<file path="src/rtl/core/mb_pkg.sv">
package mb_pkg;

  localparam int BLOB_COUNT   = 10;
  localparam int FRAME_WIDTH  = 320;
  localparam int FRAME_HEIGHT = 200;

  localparam int CNT_W  = (BLOB_COUNT > 1) ? $clog2(BLOB_COUNT) : 1;
  localparam int NUM_W  = 25;
  localparam int MAG_W  = 25;
  localparam int SUM_W  = 26;
  localparam int DIFF_W = 10;

  localparam logic [1:0] MODE_LOAD    = 2'd0;
  localparam logic [1:0] MODE_ADVANCE = 2'd1;
  localparam logic [1:0] MODE_RENDER  = 2'd2;

  localparam logic [1:0] CFG_COLOR_MODE = 2'd0;
  localparam logic [1:0] CFG_ALPHA      = 2'd1;
  localparam logic [1:0] CFG_WAVE_GAIN  = 2'd2;

  localparam logic [1:0] COLOR_RGB  = 2'd0;
  localparam logic [1:0] COLOR_HUE  = 2'd1;
  localparam logic [1:0] COLOR_WAVY = 2'd2;

  typedef struct packed {
    logic [1:0] mode;
    logic [3:0] blob_index;
    logic [8:0] coord_x;
    logic [7:0] coord_y;
    logic [5:0] blob_radius;
  } cmd_word_t;

  typedef struct packed {
    logic [7:0] red;
    logic [7:0] green;
    logic [7:0] blue;
    logic [7:0] alpha;
  } pixel_word_t;

  typedef struct packed {
    logic [8:0] pos_x;
    logic [7:0] pos_y;
    logic [5:0] size;
    logic       dir_x;
    logic       dir_y;
  } blob_t;

  typedef struct packed {
    logic load;
    logic advance;
    logic shift;
  } cell_ctrl_t;

endpackage

</file>
<file path="src/rtl/core/metaball_pixel_generator.sv">
// Load and advance words take effect at the accepting edge; busy stays low.
// A render word keeps busy high while blobs rotate past the chain head one at a
// time into a shared 25-step square-root search.
// The pixel is on the result ports with done for one cycle as busy falls;
// the next word is accepted in that same cycle. The receiver cannot stall.
// Synchronous reset clears control state and direction bits and resets configuration.
module metaball_pixel_generator
  import mb_pkg::*;
(
  input  logic        clk,
  input  logic        rst,
  input  logic        start,
  output logic        busy,
  input  cmd_word_t   cmd,
  output logic        done,
  output pixel_word_t pixel,
  input  logic        cfg_write,
  input  logic [1:0]  cfg_index,
  input  logic [15:0] cfg_data
);

  typedef enum logic [3:0] {
    S_IDLE  = 4'b0001,
    S_TERM  = 4'b0010,
    S_WAIT  = 4'b0100,
    S_COLOR = 4'b1000
  } state_t;

  state_t                   state;
  logic [1:0]               color_mode;
  logic [7:0]               alpha_value;
  logic signed [15:0]       wave_gain;
  logic [8:0]               cx;
  logic [7:0]               cy;
  logic [CNT_W-1:0]         cnt;
  logic signed [SUM_W-1:0]  sum;

  blob_t                    cells [BLOB_COUNT];
  logic [BLOB_COUNT-1:0]    load_sel;
  cell_ctrl_t               ctrl;
  blob_t                    load_blob;

  logic                     accept;
  logic                     wavy;
  logic [15:0]              gain_mag;
  logic [NUM_W-1:0]         num;
  logic signed [DIFF_W-1:0] dx, dy;
  logic                     root_start, root_done;
  logic [MAG_W-1:0]         mag;
  logic signed [SUM_W:0]    term, acc;
  logic [7:0]               c_red, c_green, c_blue;

  assign busy   = (state != S_IDLE);
  assign accept = start && !busy;
  assign wavy   = (color_mode >= COLOR_WAVY);

  assign ctrl.load    = accept && (cmd.mode == MODE_LOAD);
  assign ctrl.advance = accept && (cmd.mode == MODE_ADVANCE);
  assign ctrl.shift   = (state == S_WAIT) && root_done;

  assign load_blob.pos_x = cmd.coord_x;
  assign load_blob.pos_y = cmd.coord_y;
  assign load_blob.size  = cmd.blob_radius;
  assign load_blob.dir_x = 1'b0;
  assign load_blob.dir_y = 1'b0;

  for (genvar i = 0; i < BLOB_COUNT; i++) begin : g_cell
    localparam int NXT = (i + 1) % BLOB_COUNT;
    assign load_sel[i] = ({1'b0, cmd.blob_index} == 5'(i));
    mb_cell u_cell (
      .clk       (clk),
      .rst       (rst),
      .ctrl      (ctrl),
      .load_sel  (load_sel[i]),
      .load_blob (load_blob),
      .next_blob (cells[NXT]),
      .blob      (cells[i])
    );
  end

  always_comb begin
    gain_mag = wave_gain[15] ? 16'(-wave_gain) : 16'(wave_gain);
    case (color_mode)
      COLOR_RGB: num = NUM_W'({cells[0].size, 12'b0});
      COLOR_HUE: num = {13'(cells[0].size * 7'd80), 12'b0};
      default:   num = NUM_W'(gain_mag * 24'd200);
    endcase
    dx = DIFF_W'($signed({1'b0, cx})) - DIFF_W'($signed({1'b0, cells[0].pos_x}));
    dy = DIFF_W'($signed({1'b0, cy})) - DIFF_W'($signed({1'b0, cells[0].pos_y}));
  end

  assign root_start = (state == S_TERM);

  mb_root u_root (
    .clk   (clk),
    .rst   (rst),
    .start (root_start),
    .dx    (dx),
    .dy    (dy),
    .num   (num),
    .done  (root_done),
    .mag   (mag)
  );

  always_comb begin
    term = (wavy && wave_gain[15]) ? -$signed({2'b0, mag}) : $signed({2'b0, mag});
    acc  = {sum[SUM_W-1], sum} + term;
  end

  mb_color u_color (
    .sum      (sum),
    .hue_mode (color_mode != COLOR_RGB),
    .red      (c_red),
    .green    (c_green),
    .blue     (c_blue)
  );

  always_ff @(posedge clk) begin
    if (rst) begin
      color_mode  <= COLOR_RGB;
      alpha_value <= 8'd255;
      wave_gain   <= '0;
    end else if (cfg_write) begin
      case (cfg_index)
        CFG_COLOR_MODE: color_mode  <= cfg_data[1:0];
        CFG_ALPHA:      alpha_value <= cfg_data[7:0];
        CFG_WAVE_GAIN:  wave_gain   <= cfg_data;
        default: ;
      endcase
    end
  end

  always_ff @(posedge clk) begin
    if (rst) begin
      state <= S_IDLE;
      done  <= 1'b0;
    end else begin
      done <= 1'b0;
      case (state)
        S_IDLE: if (accept && cmd.mode == MODE_RENDER) state <= S_TERM;
        S_TERM: state <= S_WAIT;
        S_WAIT: begin
          if (root_done)
            state <= (cnt == CNT_W'(BLOB_COUNT - 1)) ? S_COLOR : S_TERM;
        end
        S_COLOR: begin
          state <= S_IDLE;
          done  <= 1'b1;
        end
        default: state <= S_IDLE;
      endcase
    end
  end

  always_ff @(posedge clk) begin
    case (state)
      S_IDLE: begin
        cx  <= cmd.coord_x;
        cy  <= cmd.coord_y;
        cnt <= '0;
        sum <= wavy ? SUM_W'({10'(cmd.coord_x) + 10'(cmd.coord_y), 12'b0}) : '0;
      end
      S_WAIT: begin
        if (root_done) begin
          cnt <= cnt + 1'b1;
          if (acc > (SUM_W + 1)'(33554431))
            sum <= SUM_W'(33554431);
          else if (acc < -(SUM_W + 1)'(33554432))
            sum <= {1'b1, {(SUM_W - 1){1'b0}}};
          else
            sum <= acc[SUM_W-1:0];
        end
      end
      S_COLOR: begin
        pixel.red   <= c_red;
        pixel.green <= c_green;
        pixel.blue  <= c_blue;
        pixel.alpha <= alpha_value;
      end
      default: ;
    endcase
  end

endmodule

</file>
<file path="src/rtl/core/mb_cell.sv">
module mb_cell
  import mb_pkg::*;
(
  input  logic       clk,
  input  logic       rst,
  input  cell_ctrl_t ctrl,
  input  logic       load_sel,
  input  blob_t      load_blob,
  input  blob_t      next_blob,
  output blob_t      blob
);

  logic signed [11:0] x, y, r;
  logic               fx, fy;
  blob_t              blob_next;

  always_comb begin
    r  = 12'(blob.size);
    x  = blob.dir_x ? 12'(blob.pos_x) - 12'sd1 : 12'(blob.pos_x) + 12'sd1;
    y  = blob.dir_y ? 12'(blob.pos_y) - 12'sd1 : 12'(blob.pos_y) + 12'sd1;
    fx = blob.dir_x;
    fy = blob.dir_y;
    if (x + r > 12'(FRAME_WIDTH - 1)) begin
      x  = 12'(FRAME_WIDTH - 1) - r;
      fx = ~fx;
    end
    if (x - r < 12'sd0) begin
      x  = r;
      fx = ~fx;
    end
    if (y + r > 12'(FRAME_HEIGHT - 1)) begin
      y  = 12'(FRAME_HEIGHT) - r;
      fy = ~fy;
    end
    if (y - r < 12'sd0) begin
      y  = r;
      fy = ~fy;
    end

    blob_next = blob;
    if (ctrl.load && load_sel) begin
      blob_next       = load_blob;
      blob_next.dir_x = 1'b0;
      blob_next.dir_y = 1'b0;
    end else if (ctrl.advance) begin
      blob_next.pos_x = x[8:0];
      blob_next.pos_y = y[7:0];
      blob_next.dir_x = fx;
      blob_next.dir_y = fy;
    end else if (ctrl.shift) begin
      blob_next = next_blob;
    end
  end

  always_ff @(posedge clk) begin
    blob.pos_x <= blob_next.pos_x;
    blob.pos_y <= blob_next.pos_y;
    blob.size  <= blob_next.size;
    if (rst) begin
      blob.dir_x <= 1'b0;
      blob.dir_y <= 1'b0;
    end else begin
      blob.dir_x <= blob_next.dir_x;
      blob.dir_y <= blob_next.dir_y;
    end
  end

endmodule

</file>
<file path="src/rtl/core/mb_root.sv">
module mb_root
  import mb_pkg::*;
(
  input  logic                     clk,
  input  logic                     rst,
  input  logic                     start,
  input  logic signed [DIFF_W-1:0] dx,
  input  logic signed [DIFF_W-1:0] dy,
  input  logic [NUM_W-1:0]         num,
  output logic                     done,
  output logic [MAG_W-1:0]         mag
);

  typedef enum logic [3:0] {
    R_IDLE = 4'b0001,
    R_SQ   = 4'b0010,
    R_PREP = 4'b0100,
    R_RUN  = 4'b1000
  } rstate_t;

  rstate_t                  state;
  logic signed [DIFF_W-1:0] dxs, dys;
  logic [NUM_W-1:0]         nums;
  logic [19:0]              sqx, sqy;
  logic [49:0]              nn;
  logic [49:0]              rem;
  logic [50:0]              acc_a;
  logic [67:0]              acc_b;
  logic [MAG_W-1:0]         m;
  logic [4:0]               k;
  logic [67:0]              trial;
  logic [67:0]              a_sum;
  logic [20:0]              dsum;

  assign trial = 68'(acc_a) + acc_b;
  assign a_sum = 68'(acc_a >> 1) + acc_b;
  assign dsum  = 21'(sqx) + 21'(sqy);
  assign mag   = (nums == '0) ? '0 : m;

  always_ff @(posedge clk) begin
    if (rst) begin
      state <= R_IDLE;
      done  <= 1'b0;
    end else begin
      done <= 1'b0;
      case (state)
        R_IDLE: if (start) state <= R_SQ;
        R_SQ:   state <= R_PREP;
        R_PREP: state <= R_RUN;
        R_RUN: begin
          if (k == 5'd0) begin
            state <= R_IDLE;
            done  <= 1'b1;
          end
        end
        default: state <= R_IDLE;
      endcase
    end
  end

  always_ff @(posedge clk) begin
    case (state)
      R_IDLE: begin
        if (start) begin
          dxs  <= dx;
          dys  <= dy;
          nums <= num;
        end
      end
      R_SQ: begin
        sqx <= 20'(dxs * dxs);
        sqy <= 20'(dys * dys);
        nn  <= 50'(nums) * 50'(nums);
      end
      R_PREP: begin
        rem   <= nn;
        acc_a <= '0;
        acc_b <= {dsum[19:0], 48'b0};
        m     <= '0;
        k     <= 5'(MAG_W - 1);
      end
      R_RUN: begin
        if (trial <= 68'(rem)) begin
          rem   <= rem - trial[49:0];
          acc_a <= a_sum[50:0];
          m     <= m | (MAG_W'(1) << k);
        end else begin
          acc_a <= acc_a >> 1;
        end
        acc_b <= acc_b >> 2;
        k     <= k - 5'd1;
      end
      default: ;
    endcase
  end

endmodule

</file>
<file path="src/rtl/core/mb_color.sv">
module mb_color
  import mb_pkg::*;
(
  input  logic signed [SUM_W-1:0] sum,
  input  logic                    hue_mode,
  output logic [7:0]              red,
  output logic [7:0]              green,
  output logic [7:0]              blue
);

  localparam logic [21:0] HUE_UNIT = 22'd245760;
  localparam logic [21:0] HUE_FULL = 22'd1474560;

  function automatic logic [7:0] hue_chan(input logic [21:0] h, input logic [2:0] n);
    logic [21:0]        v, u;
    logic signed [22:0] c0, c, us, unit_s;
    logic [21:0]        x;
    logic [26:0]        p;
    v = 22'(n) * HUE_UNIT + h;
    u = (v >= HUE_FULL) ? v - HUE_FULL : v;
    us     = $signed({1'b0, u});
    unit_s = $signed({1'b0, HUE_UNIT});
    c0 = 23'(4 * HUE_UNIT) - 23'(u);
    c  = (us < c0) ? us : c0;
    if (c > unit_s) c = unit_s;
    if (c < 23'sd0) c = 23'sd0;
    x = HUE_UNIT - 22'(c);
    p = 27'(x) * 27'd17;
    return p[21:14];
  endfunction

  logic [12:0] k;
  logic [22:0] prod;
  logic [9:0]  f1;
  logic [8:0]  f2;
  logic [7:0]  rgb_red;
  logic [31:0] bl;
  logic [21:0] h;

  always_comb begin
    k    = sum[24:12];
    prod = 23'(k) * 23'd1000;
    f1   = 10'(prod[7:0]) + 10'(prod[15:8]) + 10'(prod[22:16]);
    f2   = 9'(f1[7:0]) + 9'(f1[9:8]);
    rgb_red = (f2 >= 9'd255) ? 8'(f2 - 9'd255) : f2[7:0];
    bl   = 32'd131072 + 32'(sum[24:0]) * 32'd50;

    if (sum < SUM_W'(20 * 4096))
      h = 22'(20 * 4096);
    else if (sum > SUM_W'(360 * 4096))
      h = 22'(360 * 4096);
    else
      h = 22'(sum);

    if (hue_mode) begin
      red   = hue_chan(h, 3'd5);
      green = hue_chan(h, 3'd3);
      blue  = hue_chan(h, 3'd1);
    end else begin
      red   = rgb_red;
      green = 8'd255 - rgb_red;
      blue  = bl[19:12];
    end
  end

endmodule

</file>
<file path="config.mk">
export PLATFORM = sky130hd
export DESIGN_NAME = metaball_pixel_generator
export DESIGN_NICKNAME = d
export VERILOG_FILES = /design/src/rtl/core/mb_pkg.sv /design/src/rtl/core/metaball_pixel_generator.sv /design/src/rtl/core/mb_cell.sv /design/src/rtl/core/mb_root.sv /design/src/rtl/core/mb_color.sv
export SDC_FILE = /design/constraint.sdc
export NUM_CORES = 2
export LEC_CHECK = 0
export ABC_CLOCK_PERIOD_IN_PS = 13100
export BUFFER_PORTS_ARGS = -buffer_cell sky130_fd_sc_hd__buf_2
export CAP_MARGIN = 20
export CORE_MARGIN = 2
export CORE_UTILIZATION = 30
export DETAILED_ROUTE_END_ITERATION = 10
export GPL_TIMING_DRIVEN = 0
export PLACE_DENSITY = 0.4
export SYNTH_ARGS = -nofsm -noshare
export SYNTH_HDL_FRONTEND = slang
export SYNTH_SLANG_ARGS = --single-unit
</file>
<file path="constraint.sdc">
create_clock -name clk -period 13.1 [get_ports clk]
set_input_delay 1.31 -clock clk [delete_from_list [all_inputs] [get_ports clk]]
set_output_delay 1.31 -clock clk [all_outputs]
set_load 0.03 [all_outputs]
</file>
; ---- Word-level counts from Yosys, hierarchy flattened
; Index checks and enable logic that the tools add are counted.
; W data, S select, Z words.
[totals]
register_bits = 698
input_bits = 51
output_inout_bits = 34
elab_cells = 635
[classes]
addsub = 130
n_mul = 10
n_lt_le_gt_ge = 59
eq_ne = 39
shifts = 1
muxes = 202
bitwise_logic = 42
n_reduce_logical = 76
[ops]
columns = op, count
row1 = $mux W25, 22
row2 = $mux W12, 40
row3 = $mux W22, 12
row4 = $add A12 B7 Y12, 20
row5 = $lt A12 B1 Y1 const B, 20
row6 = $sub A12 B7 Y12, 20
row7 = $mux W23, 9
row8 = $mux W17, 10
row9 = $pmux W68 S2, 1
row10 = $gt A12 B10 Y1 const B, 10
row11 = $gt A12 B9 Y1 const B, 10
row12 = $mux W8, 14
row13 = $pmux W51 S2, 1
row14 = $add A9 B1 Y10 const B, 10
row15 = $pmux W25 S2, 2
row16 = $pmux W50 S2, 1
row17 = $sub A9 B1 Y10 const B, 10
row18 = $sub A9 B6 Y10 const A, 10
row19 = $add A8 B1 Y9 const B, 10
row20 = $mux W9, 10
row21 = $sub A8 B1 Y9 const B, 10
row22 = $sub A8 B6 Y9 const A, 10
row23 = $mux W26, 3
row24 = $gt A23 B19 Y1 const B, 3
row25 = 77 further kinds, 291

; ---- Depth between registers and ports, before layout
[depth]
ltp_word = 18
ltp_mapped = 63
depth_no_buf = 53

; ---- By module
; From an unflattened synthesis, not the netlist that was laid out.
[unflattened]
cells_unflattened = 11658
hier_area_um2 = 100795.4
[modules_own_cells]
columns = module, n_inst, cells_per_inst, area_each_um2, seq_area_each_um2
row1 = mb_root, 1, 5188, 48358.9, 10039.6
row2 = mb_cell at g_cell[0].u_cell ..., 4, 399, 3150.5, 730.7
row3 = mb_color, 1, 1683, 12320.6, 0.0
row4 = mb_cell at g_cell[5].u_cell ..., 4, 370, 3059.2, 730.7
row5 = metaball_pixel_generator, 1, 952, 9059.9, 2992.9
row6 = mb_cell at g_cell[9].u_cell, 1, 379, 3116.7, 730.7
row7 = mb_cell at g_cell[4].u_cell, 1, 380, 3100.5, 730.7

; ---- Worst setup path before layout
; No wires, ideal clock.
[synth_timing]
path_kind = flip-flop to flip-flop
startpoint = register sum[19]
endpoint = register pixel[15] (netlist name) (data pin)
setup_ns = 0.267
arrival_time_ns = 11.841
required_time_ns = 12.833
path_slack_ns = 0.992
path_stages_with_launch = 55
path_buffers = 5
cell_sequence = edfxtp_1 clkinv_1 ha_1 nand3_2 o41a_1 o21ai_2 buf_2 nand2_1 clkbuf_1 clkbuf_1 nor2_1 inv_1 ha_1 or4b_1 nor4_1 a31oi_1 nand2_1 a21boi_0 [19 not listed] nand2_1 ha_1 clkbuf_1 a21o_1 a22oi_1 ha_1 ha_1 a21oi_1 nor2b_1 o21ai_0 nand2b_1 a221oi_1 a31oi_2 a41oi_1 nor2b_1 a21oi_2 xnor2_1 mux2i_1
[synth_between]
elab_chain_len = 18
[synth_rtl]
columns = element, line
row1 = from (decl), metaball_pixel_generator.sv:36  ; logic signed [SUM_W-1:0] sum;
row2 = from (signal assigned), metaball_pixel_generator.sv:161  ; sum <= wavy ? SUM_W'({10'(cmd.coord_x) + 10'(cmd.coord_y), 12'b0}) : '0;
row3 = from (signal assigned), metaball_pixel_generator.sv:169  ; sum <= {1'b1, {(SUM_W - 1){1'b0}}};
row4 = from (signal assigned), metaball_pixel_generator.sv:171  ; sum <= acc[SUM_W-1:0];
row5 = $gt A26 B22 Y1, mb_color.sv:50  ; else if (sum > SUM_W'(360 * 4096))
row6 = $mux W22, mb_color.sv:50
row7 = $mux W22 *, mb_color.sv:48  ; if (sum < SUM_W'(20 * 4096))
row8 = $add A18 B22 Y22 *, mb_color.sv:19  ; v = 22'(n) * HUE_UNIT + h;
row9 = $sub A22 B21 Y22 / $ge A22 B21 Y1 (equally long branches), mb_color.sv:20  ; u = (v >= HUE_FULL) ? v - HUE_FULL : v;
row10 = $mux W22 *, mb_color.sv:20
row11 = $sub A20 B22 Y23, mb_color.sv:23  ; c0 = 23'(4 * HUE_UNIT) - 23'(u);
row12 = $lt A23 B23 Y1, mb_color.sv:24  ; c = (us < c0) ? us : c0;
row13 = [3 not listed], n/a
row14 = $mux W23 *, mb_color.sv:55  ; if (hue_mode) begin
row15 = $lt A23 B1 Y1, mb_color.sv:26  ; if (c < 23'sd0) c = 23'sd0;
row16 = $mux W22 *, mb_color.sv:26
row17 = $mux W22 *, mb_color.sv:55
row18 = $sub A18 B22 Y22 *, mb_color.sv:27  ; x = HUE_UNIT - 22'(c);
row19 = $mul A22 B5 Y22 *, mb_color.sv:28  ; p = 27'(x) * 27'd17;
row20 = $mux W8 *, mb_color.sv:55
row21 = named net c_blue[7], metaball_pixel_generator.sv:51  ; logic [7:0] c_red, c_green, c_blue;
row22 = to (decl), metaball_pixel_generator.sv:16  ; output pixel_word_t pixel,
; Mark *: on every way through the listed nets, which the timed path passes. The rest lies on a longest branch. The select of a mux whose other input is x is not followed.
; A chain may end at the register's enable or synchronous reset.

; ---- Final worst setup path
[layout_timing]
startpoint = register sum[0]
endpoint = register pixel[23] (netlist name) (data pin)
[layout_between]
elab_chain_len = 18
[layout_rtl]
columns = element, line
row1 = $gt A26 B22 Y1, mb_color.sv:50
row2 = $mux W22, mb_color.sv:50
row3 = $mux W22 *, mb_color.sv:48
row4 = $add A20 B22 Y22 *, mb_color.sv:19
row5 = $sub A22 B21 Y22 / $ge A22 B21 Y1 (equally long branches), mb_color.sv:20
row6 = $mux W22 *, mb_color.sv:20
row7 = $sub A20 B22 Y23, mb_color.sv:23
row8 = $lt A23 B23 Y1, mb_color.sv:24
row9 = [3 not listed], n/a
row10 = $mux W23 *, mb_color.sv:55
row11 = $lt A23 B1 Y1, mb_color.sv:26
row12 = $mux W22 *, mb_color.sv:26
row13 = $mux W22 *, mb_color.sv:55
row14 = $sub A18 B22 Y22 *, mb_color.sv:27
row15 = $mul A22 B5 Y22 *, mb_color.sv:28
row16 = $mux W8 *, mb_color.sv:55
row17 = named net c_green[7], metaball_pixel_generator.sv:51
; Marks and branches as above.

==> impl_table.tex <==
\begin{tabular}{lr}
\hline
Metric & Value \\
\hline
\multicolumn{2}{l}{\textbf{Timing}} \\
\quad Measured slew at the worst slew-check pin & 1290 ps \\
\quad Final hold violation count & 0 \\
\quad Number of endpoints failing setup at the final stage & 0 \\
\quad Max-slew violation count & 0 \\
\quad Min Clock Period, post-route & 12920 ps \\
\quad Worst hold margin & 444 ps \\
\quad Worst clock skew & 50.0 ps \\
\quad Share of the cycle needed by the critical path after routing & 98.6\% \\
\quad Worst slew margin relative to its limit & 14.2\% \\
\quad Fmax & 0.0774 GHz \\
\multicolumn{2}{l}{\textbf{Synthesis}} \\
\quad Cells after synthesis & 10300 \\
\quad Synth Register Bits & 684 \\
\quad Yosys synthesis warning count & 0 \\
\quad Number of distinct library cell variants in the gate-level netlist after synthesis & 105 \\
\quad Ys async rst share & 0\% \\
\quad Post-Syn Area & 0.0901 mm2 \\
\quad Count of flip-flops with a built-in enable after synthesis & 628 \\
\quad Sequential share of the synthesized area & 22.2\% \\
\quad Most used flip-flop cell after synthesis & edfxtp\_1 \\
\quad Synthesized area divided by synthesized cell count & 8.73 um2 \\
\multicolumn{2}{l}{\textbf{Clock network}} \\
\quad Number of clock sinks & 684 \\
\quad Number of buffers added by the clock tree synthesis step & 100 \\
\quad Clock tree from TritonCTS & yes \\
\quad Deepest clock path buffer count & 4 \\
\quad Root buf cell & clkbuf\_16 \\
\quad Clock latency reported for the late side of the worst-skew pair & 860 ps \\
\quad Clock transition at the register clock pins on the worst setup and hold paths after CTS & 60 ps \\
\quad Count of hold-fix buffers inserted at cts & 0 \\
\quad Htree depth & 3 \\
\multicolumn{2}{l}{\textbf{Floorplan}} \\
\quad Die width & 552 um \\
\quad Starting density of the core & 30.1\% \\
\quad Placeable core area & 0.299 mm2 \\
\quad Core Rows & 201 \\
\quad Die Footprint & 0.305 mm2 \\
\quad Top-Level Pins & 85 \\
\quad Die Span Y & 552 um \\
\multicolumn{2}{l}{\textbf{Detailed routing}} \\
\quad Iteration-0 DRC Markers & 5562 \\
\quad Length of the first detailed-routing pass in iterations & 6 \\
\quad DRT Wirelength & 335 mm \\
\quad Routed wire length per instance & 22.8 um \\
\quad Avg Vias per Cell & 5.24 \\
\quad Vias after detailed routing & 76800 \\
\quad Number of DRC violations after detailed routing & 0 \\
\quad Routed Antenna Nets & 0 \\
\multicolumn{2}{l}{\textbf{Placement}} \\
\quad Placer congestion estimate & 0.887 \\
\quad Count of input and output buffers & 75 \\
\quad Final HPWL DP & 267 mm \\
\multicolumn{2}{l}{\textbf{Worst setup path}} \\
\quad CP max stage cell & or4\_1 \\
\quad Reg2Reg Launch Point & sum[0] \\
\quad Critical path capture point & pixel[23] \\
\quad First element of the critical path & sum[0] \\
\quad Critical path arrival & 13440 ps \\
\quad Worst Path Class, Setup & flip-flop to flip-flop \\
\quad Startpoint kind of the worst setup timing path & flip-flop \\
\quad Critical path's largest stage delay & 530 ps \\
\quad Reg2reg setup slack & 180 ps \\
\quad Required time of the critical path & 13620 ps \\
\quad Crit path capture type & flip-flop \\
\quad Endpoint of the most critical register-to-register path & pixel[23] \\
\quad Most repeated library cell on the critical path & ha\_1 \\
\quad Number of cells on the worst reg-to-reg path & 53 \\
\quad Worst-path maximum fanout & 10 \\
\multicolumn{2}{l}{\textbf{Hold path}} \\
\quad Path type of the worst min-delay path & flip-flop to flip-flop \\
\multicolumn{2}{l}{\textbf{Finish}} \\
\quad Final nets & 12400 \\
\quad Fraction of layout instances using a drive strength above 1 & 6.07\% \\
\quad Area growth from synthesis to layout & 11.8\% \\
\quad Fill cell count & 31400 \\
\multicolumn{2}{l}{\textbf{Status}} \\
\quad Outcome & complete, no violations \\
\multicolumn{2}{l}{\textbf{Global routing}} \\
\quad Remaining global-route overflow & 0 \\
\quad Wire length of the first global-routing pass & 500 mm \\
\quad Pin count of the biggest net entering global routing & 31 \\
\quad Initial antenna violation count & 14 \\
\quad Global Route Usage Sum & 21.7\% \\
\quad Number of global-route vias before repair & 77600 \\
\multicolumn{2}{l}{\textbf{Flow run}} \\
\quad Reported max-cap violation count & 0 \\
\hline
\end{tabular}
==> timing repair <==
item | in CTS | in global routing
gates cloned | 0 | 1
resized for setup | 93 | 112
endpoints found under the setup margin | 24 | 24
setup buffers | 27 | 51
pin swaps | 10 | 30
==> registers in the layout, indices dropped and copies added (netlist names), 10 cells and up <==
| signal | count |
|---|---|
| sum | 26 |
| g_cell.u_cell.blob | 250 |
| u_root.acc_a | 51 |
| wave_gain | 16 |
| u_root.sqx | 19 |
| u_root.rem | 50 |
| u_root.nn | 43 |
| u_root.sqy | 17 |
| u_root.acc_b | 68 |
| u_root.nums | 22 |
| pixel | 32 |
| u_root.dxs | 10 |
| u_root.m | 25 |
==> logic make-up (layout without fill, tap and decap cells) <==
kind of cell               count (synthesis)  in the layout  share of synthesized area (%)
AOI/OAI and AO/OA                       2561           2561                           18.1
xor gates and xnor gates                 691            691                           6.74
adders and majority gates               1700           1700                           28.5
buffers and inverters                   1592           1971                           6.67
DFF                                      684            684                           22.2
muxes                                    165            165                           1.89
other                                      1              9                        0.00416
and+or+nand+nor                         2924           2924                           15.9
==> synth_stat cells (93+ instances only) <==
library cell	count	area, um2
o21ai_0	628	3140
nor2_1	668	2510
fa_1	584	11700
and2_1	251	1570
mux2i_1	128	1280
nand2b_1	112	701
nor2b_1	117	732
a21o_1	294	2210
o21a_1	133	998
a21oi_1	669	3350
inv_1	1179	4430
nor3_1	189	946
edfxtp_1	628	18900
ha_1	1116	14000
nand2_1	875	3280
xor2_1	246	2150
o31ai_1	93	698
clkbuf_1	352	1320
a31oi_1	103	644
xnor2_1	444	3890
nand3_1	216	1080
==> cells in the final DEF (no fill, tap or decap), drive strengths merged, types with 27 or more instances in the layout <==
cell type     n
a211o        27
a211oi       62
a21boi       42
a21o        294
a21oi       672
a221oi       30
a31oi       104
and2        252
and3         84
buf         258
clkbuf      488
clkinv       29
dfxtp        56
edfxtp      628
fa          584
ha         1116
inv        1175
mux2         37
mux2i       128
nand2       876
nand2b      112
nand3       217
nand3b       29
nand4        57
nor2        669
nor2b       117
nor3        189
nor4         40
o211ai       56
o21a        134
o21ai       645
o21bai       83
o22ai        47
o31ai        93
or2          43
or3          87
xnor2       444
xor2        246
==> cell type report <==
cell class,instances,area (um2),area share [%]
antenna,7,17.5,0.0174
inverter,1185,4480,4.45
clock buffer,142,2820,2.80
timing repair buffer,202,1720,1.71
sequential,684,20000,19.8
buffer,403,1690,1.68
tap,3958,4950,4.92
clock inverter,39,359,0.357
multi-input combinational,8043,64700,64.2
==> through the flow <==
step / setup WS [ps] / area (um2) / TNS, ps / std cells / util (%)
2_1_floorplan: 992 / 90100 / 0 / 10300 / -
3_3_place_gp: -4970 / 95400 / -194920 / 14400 / 31.9
3_5_place_dp: -4820 / 96200 / -79780 / 14400 / 32.1
4_1_cts: 1.38 / 99900 / 0 / 14600 / 33.4
5_1_grt: -41.0 / 101000 / -73.3 / 14700 / 33.6
6_report: 181 / 101000 / 0 / 14700 / 33.7
==> layer usage <==
metal  track usage [%]  wire length (um)  up-vias
li1                  -                 -    36700
met1              28.2            148000    37800
met2              37.2            160000     1869
met3              2.29             14700      435
met4              7.35             12200        2
met5                 0                13        -
==> critical path, delay by kind of cell (launching register included) <==
family          cells  cell delay, ps
flops               1             420
buf+inv             8            1630
fa+ha+maj           6            1980
compound gates     21            4760
xor+xnor            1             310
simple gates       17            3460
==> how the worst min path moves through the flow <==
stage / to / cells after the start / slack, ps / startpoint
2_1_floorplan: pixel[0] / 0 / 410 / alpha_value[0]
3_3_place_gp: pixel[7] / 0 / 420 / alpha_value[7]
3_5_place_dp: pixel[6] / 0 / 430 / alpha_value[6]
4_1_cts: pixel[0] / 0 / 440 / alpha_value[0]
5_1_grt: pixel[0] / 0 / 460 / alpha_value[0]
6_report: pixel[3] / 0 / 440 / alpha_value[3]
Power is not shown: default switching activity piles up to over one toggle a cycle in this logic, so the estimate is an artifact.
